==> config.mk <==
export PLATFORM = sky130hd
export DESIGN_NAME = ufh_bin_reduce
export DESIGN_NICKNAME = d
export VERILOG_FILES = /design/src/hdl/ufh_pkg.sv /design/src/hdl/ufh_bin_reduce.sv
export SDC_FILE = /design/constraint.sdc
export NUM_CORES = 1
export LEC_CHECK = 0
export ABC_AREA = 1
export BUFFER_PORTS_ARGS = -buffer_cell sky130_fd_sc_hd__buf_2
export CAP_MARGIN = 20
export CORE_MARGIN = 3
export CORE_UTILIZATION = 58
export CTS_CLUSTER_SIZE = 28
export DETAILED_ROUTE_END_ITERATION = 8
export PLACE_DENSITY = 0.77
export SETUP_SLACK_MARGIN = 0.2
export SLEW_MARGIN = 5
export SYNTH_ARGS = -nofsm -noshare
export SYNTH_HDL_FRONTEND = slang
export SYNTH_SLANG_ARGS = --single-unit
export TNS_END_PERCENT = 100
==> constraint.sdc <==
create_clock -name clk -period 4.95 [get_ports clk]
set_clock_uncertainty 0.2 [all_clocks]
set_input_delay 0.7425 -clock clk [delete_from_list [all_inputs] [get_ports clk]]
set_output_delay 0.7425 -clock clk [all_outputs]
set_load 0.01 [all_outputs]
==> src/hdl/ufh_pkg.sv <==
// Package for the UDP flow hash histogram: payload types, constants, hash step.
// No dependencies.
`default_nettype none

package ufh_pkg;

  localparam int unsigned NUM_BINS_DEF    = 1024 * 100;
  localparam int unsigned BIN_INDEX_W     = 17;
  localparam logic [31:0] JS_SEED         = 32'd1315423911;
  localparam logic [15:0] REPAIRED_LENGTH = 16'd1024;

  typedef struct packed {
    logic [31:0] source_address;
    logic [31:0] dest_address;
    logic [15:0] source_port;
    logic [15:0] dest_port;
    logic [15:0] ident_field;
    logic [15:0] ip_total_length;
    logic [15:0] udp_length;
  } ufh_in_t;

  typedef struct packed {
    logic [31:0]            new_source_address;
    logic [31:0]            new_dest_address;
    logic [15:0]            new_source_port;
    logic [15:0]            new_dest_port;
    logic [15:0]            fixed_total_length;
    logic                   header_valid;
    logic [31:0]            flow_hash;
    logic [BIN_INDEX_W-1:0] bin_index;
    logic [31:0]            bin_count;
  } ufh_out_t;

  typedef struct packed {
    logic [31:0] new_source_address;
    logic [31:0] new_dest_address;
    logic [15:0] new_source_port;
    logic [15:0] new_dest_port;
    logic [15:0] fixed_total_length;
    logic        header_valid;
  } ufh_meta_t;

  function automatic logic [31:0] js_step(input logic [31:0] h, input logic [7:0] b);
    return h ^ ((h << 5) + {24'd0, b} + (h >> 2));
  endfunction

endpackage

`default_nettype wire

==> src/hdl/ufh_bin_reduce.sv <==
// Two-stage hash-to-bin reduction: reciprocal multiply, then one correction.
// Depends on ufh_pkg for the default bin count.
`default_nettype none

module ufh_bin_reduce #(
  parameter int unsigned NUM_BINS = ufh_pkg::NUM_BINS_DEF,
  parameter int unsigned AW       = (NUM_BINS > 1) ? $clog2(NUM_BINS) : 1
) (
  input  logic          clk,
  input  logic          en,
  input  logic [31:0]   hash,
  output logic [31:0]   hash_dly,
  output logic [AW-1:0] bin
);

  localparam int unsigned RW     = AW + 1;
  localparam logic [32:0] RECIP  = 33'((64'd1 << 32) / 64'(NUM_BINS));
  localparam logic [RW-1:0] BINS_R = RW'(NUM_BINS);

  logic [64:0]   prod;
  logic [31:0]   hash1;
  logic [31:0]   quot1;
  logic [RW-1:0] qn;
  logic [RW-1:0] rem;
  logic [RW-1:0] rem2;

  // quotient estimate is exact or one low, so the remainder stays below twice the bin count
  assign prod = 65'(hash) * 65'(RECIP);
  assign qn   = RW'(quot1 * 32'(NUM_BINS));
  assign rem  = RW'(hash1) - qn;

  always_ff @(posedge clk) begin
    if (en) begin
      hash1    <= hash;
      quot1    <= prod[63:32];
      hash_dly <= hash1;
      rem2     <= rem;
    end
  end

  assign bin = (rem2 >= BINS_R) ? AW'(rem2 - BINS_R) : AW'(rem2);

endmodule

`default_nettype wire

==> results of run 1 <==
-- logic make-up (layout without fill, tap and decap cells) --
group | after synthesis | after routing | share of synthesized area [%]
AO/OA/AOI/OAI | 56 | 56 | 2.52
flip-flops | 76 | 76 | 18.2
adder cells (fa/ha/maj) | 403 | 403 | 52.9
XOR/XNOR | 13 | 13 | 0.909
AND/OR/NAND/NOR | 278 | 278 | 9.69
buffers and inverters | 501 | 706 | 15.7
-- per-stage QoR --
step                setup WS [ns]  hold WS, ns
floorplan                 -0.0422        0.200
global placement           -0.585        0.201
detailed placement         -0.657        0.205
CTS                        -0.157        0.222
global route               -0.381        0.231
finish                     -0.269        0.221
-- routing by layer --
metal  vias up  GRT usage, %  routed length, microns
met5         -             0                       0
met4         0          13.4                    1440
met3       123          4.98                    1940
met2       384          47.2                   16500
met1      4602          34.9                   12600
li1       4281             -                       -
-- worst paths after layout --
check                                         from               endpoint  slack, ns
worst min-delay path            hash1[5]$_DFFE_PP_  hash_dly[5]$_DFFE_PP_       0.22
worst max register to register  quot1[1]$_DFFE_PP_     rem2[17]$_DFFE_PP_       2.37
worst min register to register  hash1[5]$_DFFE_PP_  hash_dly[5]$_DFFE_PP_       0.22
worst max-delay path                      hash[21]     quot1[1]$_DFFE_PP_      -0.27
-- cell usage after synthesis, drive strengths merged --
library cell	number
inv	477
fa	212
ha	191
nand2	185
edfxtp	76
nor2	52
a21oi	34
buf	24
nand3	16
o21ai	8
o21bai	8
xnor2	8
nor4	7
nand3b	5
nand4	5
xor2	5
a21o	3
and2	3
nor3	3
or2	2
a31o	1
a31oi	1
o21a	1
-- worst max-delay path, cell delays in order --
cell and delay [ns]:
buf_12 0.11, buf_12 0.12, fa_1 0.50, ha_4 0.29, inv_2 0.03, fa_1 0.52, inv_1 0.06, fa_1 0.46
fa_1 0.52, inv_1 0.05, fa_1 0.49, inv_2 0.05, ha_4 0.28, nand2_4 0.06, nor2_4 0.15, buf_6 0.12
nand2_4 0.05, nor4_2 0.27, nand2_1 0.11, nand3_1 0.10, nand2_1 0.05
-- timing repair --
item / CTS / global route
pin swaps: 53 / 92
resized for setup: 99 / 94
setup endpoints to repair: 6 / 6
buffers inserted: 11 / 10
-- layout make-up --
type / count / area [sq um] / area share, %
Sequential cell: 76 / 2280 / 14.6
Inverter: 477 / 1790 / 11.4
Timing Repair Buffer: 213 / 1660 / 10.6
Multi-Input combinational cell: 750 / 9320 / 59.4
Clock buffer: 9 / 225 / 1.44
Clock inverter: 7 / 62.6 / 0.399
Tap cell: 275 / 344 / 2.19
-- flip-flops by register name (all words and copies together) (netlist names) --
name,flops
rem2,6
hash1,32
hash_dly,32
quot1,6
==> results.cfg, run 1 <==
[route]
wl_per_cell_microns = 18.0
routed_wl_microns = 32500
drt-initial-drc-count = 603
antenna_left = 0
drt_pre_antenna_iters = 5
vias = 9390
drc = 0
viasPerCell = 5.20

[floorplanning]
dieArea_sq_mm = 0.0234
die_y_microns = 153
core-area_sq_mm = 0.0212
die_w_microns = 153
io_pins = 83
fp-row-count = 53
initial_core_util_pct = 59.2

[timing]
fmax_mhz = 192
finalWorstSetupSlack_ns = -0.269
rsz0062_at_grt = yes
period_share_pct = 105
drv_slew = 0
finalSetupViolCount = 6
final-hold-violation-count = 0
fin_tns_setup_ns = -1.35
max_slew_margin_pct = 59.7
period_needed_ns = 5.22
tightestPinTransition_ns = 0.605

[cts]
numCtsBuffers = 9
clock-sinks = 76
cts_hold_buf = 0
clk_pin_slew_ns = 0.07
cts_tree = done
clk_latency_ns = 0.36
root_buffer = clkbuf_16
cts.htree.levels = 3
max-clock-path-buffers = 2

[layout]
finalNetCount = 1964
final_cell_mix = inv_1, fa_1, nand2_1
drive_above_1_share_pct = 28.4
syn2layout_area_growth_pct = 25.2
final_cell_area_sq_mm = 0.0157
fin_cells = 1807
n_antenna_cell = 0
fill_cells = 1312
final_util_pct = 74.1
layout_commonest_cell = inv_1

[place]
dp.cells = 1770
placement.io_buffers = 82
post_dp_cell_area_sq_mm = 0.0144
routabilityCongestion = 0.934
hpwl_microns = 24600

[status]
outcome = complete, but fails checks
violations = negative setup slack

[critical_path]
crit_fanout = 4
reg2regPathDepth = 7
cp_data_arrival_time_ns = 5.13
start_kind = input pin
crit_path_end_kind = flip-flop
critPathRequiredTime_ns = 4.86
worstSetupPathType = input pin to flip-flop

[logic_synthesis]
syn_nets = 1764
syn-cell-area_sq_mm = 0.0125
yosysTopAreaCell = fa_1
synth-seq-area-share_pct = 18.2
yosys_warnings = 0
synthCells = 1327
synthTopCellsByArea = fa_1, ha_1, edfxtp_1
synth_top_area_share_pct = 33.9
synth-seq-cells = 76
synth_cell_type_count = 32
avgSynthCellArea_sq_um = 9.44

[global_routing]
grt_pass1_wl_microns = 51100
antenna_found_initial = 0
globalRouteOverflowTotal = 0
first_global_vias = 10200
grt_max_degree = 42
track_usage_pct = 27.9

[min_path]
hold-path-cell-count = 0
hold_path_class = flip-flop to flip-flop

[flow_run]
drv_cap = 0
Power of run 1 is left out: the tool's default activity adds up to more than one toggle a clock period on the data nets, which glitch-free logic cannot reach.
==> run 2, diff against run 1 <==
--- a/config.mk
+++ b/config.mk
@@ -13,6 +13,7 @@
 export CTS_CLUSTER_SIZE = 28
 export DETAILED_ROUTE_END_ITERATION = 8
 export PLACE_DENSITY = 0.77
+export RECOVER_POWER = 50
 export SETUP_SLACK_MARGIN = 0.2
 export SLEW_MARGIN = 5
 export SYNTH_ARGS = -nofsm -noshare
==> results.cfg, run 2 (synthesis results as in run 1) <==
[status]
outcome = complete, but fails checks
violations = negative setup slack

[layout]
fill_cells = 1313
layout_commonest_cell = inv_1
ff_latch_area_sq_mm = 0.00228
n_antenna_cell = 0
syn2layout_area_growth_pct = 25.2
multiInputGateArea_sq_mm = 0.00932
drive_above_1_share_pct = 28.3
finalNetCount = 1964
final_cell_mix = inv_1, fa_1, nand2_1
top_regs = hash1 (32), hash_dly (32)

[timing]
fmax_mhz = 192
rsz0062_at_grt = yes
period_needed_ns = 5.22
max_slew_margin_pct = 59.7
period_share_pct = 105
finalSetupViolCount = 6
finalWorstSetupSlack_ns = -0.269
tightestPinTransition_ns = 0.604
drv_slew = 0
final-hold-violation-count = 0
whs_ns = 0.221

[cts]
numCtsBuffers = 9
root_buffer = clkbuf_16
clk_latency_ns = 0.36
cts.htree.levels = 3
clk_pin_slew_ns = 0.07
cts_tree = done
cts_hold_buf = 0
clock-sinks = 76
max-clock-path-buffers = 2

[route]
wl_per_cell_microns = 18.0
drt-initial-drc-count = 603
viasPerCell = 5.19
vias = 9379
routed_wl_microns = 32500
drt_pre_antenna_iters = 5
drc = 0
antenna_left = 0

[min_path]
hold_path_class = flip-flop to flip-flop
hold-path-cell-count = 0

[critical_path]
critPathRequiredTime_ns = 4.86
cp_data_arrival_time_ns = 5.13
crit_path_end_kind = flip-flop
crit_fanout = 4
start_kind = input pin
worstSetupPathType = input pin to flip-flop
reg2regPathDepth = 7

[place]
hpwl_microns = 24600
routabilityCongestion = 0.934
placement.io_buffers = 82

[floorplanning]
core-area_sq_mm = 0.0212
io_pins = 83
dieArea_sq_mm = 0.0234
die_w_microns = 153
initial_core_util_pct = 59.2
die_y_microns = 153
fp-row-count = 53

[global_routing]
grt_pass1_wl_microns = 51100
first_global_vias = 10200
globalRouteOverflowTotal = 0
antenna_found_initial = 0
track_usage_pct = 27.9
grt_max_degree = 42

[flow_run]
drv_cap = 0
-- run 2: cell count changes in the layout (fill, tap and decap cells not counted) --
cell,before,now
buf_2,60,59
clkbuf_1,0,1
-- run 2: routing by layer --
metal	vias to the layer above	GRT usage, %	wire, microns
met5	-	0	0
met4	0	13.4	1440
met3	123	4.98	1890
met2	372	47.2	16500
met1	4603	34.9	12600
li1	4281	-	-
-- run 2: critical path, cell delays in order --
cell	delay [ns]
buf_12	0.11
buf_12	0.12
fa_1	0.50
ha_4	0.29
inv_2	0.03
fa_1	0.52
inv_1	0.06
fa_1	0.46
fa_1	0.52
inv_1	0.05
fa_1	0.49
inv_2	0.05
ha_4	0.28
nand2_4	0.06
nor2_4	0.15
buf_6	0.12
nand2_4	0.05
nor4_2	0.27
nand2_1	0.11
nand3_1	0.10
nand2_1	0.05
-- run 2: path summary, 6_finish.rpt --
kind                       from                    end  slack, ns
max                    hash[21]     quot1[1]$_DFFE_PP_      -0.27
min          hash1[5]$_DFFE_PP_  hash_dly[5]$_DFFE_PP_       0.22
max reg2reg  quot1[1]$_DFFE_PP_     rem2[17]$_DFFE_PP_       2.37
min reg2reg  hash1[5]$_DFFE_PP_  hash_dly[5]$_DFFE_PP_       0.22
-- run 2: timing repair --
item                                    4_1_cts  5_1_grt
cloned                                        0        0
gates resized for setup                      99       94
buffers inserted                             11       10
hold endpoints to repair                      0        0
endpoints found under the setup margin        6        6
pin swaps                                    53       92
-- run 2: final cells by class --
class | count | share of cell area, %
inverters | 477 | 11.4
repair buffers | 213 | 10.6
clock inverters | 7 | 0.399
flip-flops and latches | 76 | 14.6
well taps | 275 | 2.19
clock buffers | 9 | 1.44
multi-input cells | 750 | 59.4
-- run 2: metrics by stage --
| step | cell area [sq um] | TNS [ns] | setup WS, ns | utilization [%] | instances |
|---|---|---|---|---|---|
| after floorplan | 13000 | -0.152 | -0.0422 | - | 1327 |
| after global placement | 14400 | -3.40 | -0.585 | 68.1 | 1770 |
| after detailed placement | 14400 | -3.73 | -0.657 | 68.1 | 1770 |
| after CTS | 15200 | -0.834 | -0.157 | 71.8 | 1797 |
| after global routing | 15700 | -2.13 | -0.381 | 74.1 | 1807 |
| final | 15700 | -1.35 | -0.269 | 74.1 | 1807 |
Power of run 2 is left out for the same reason.
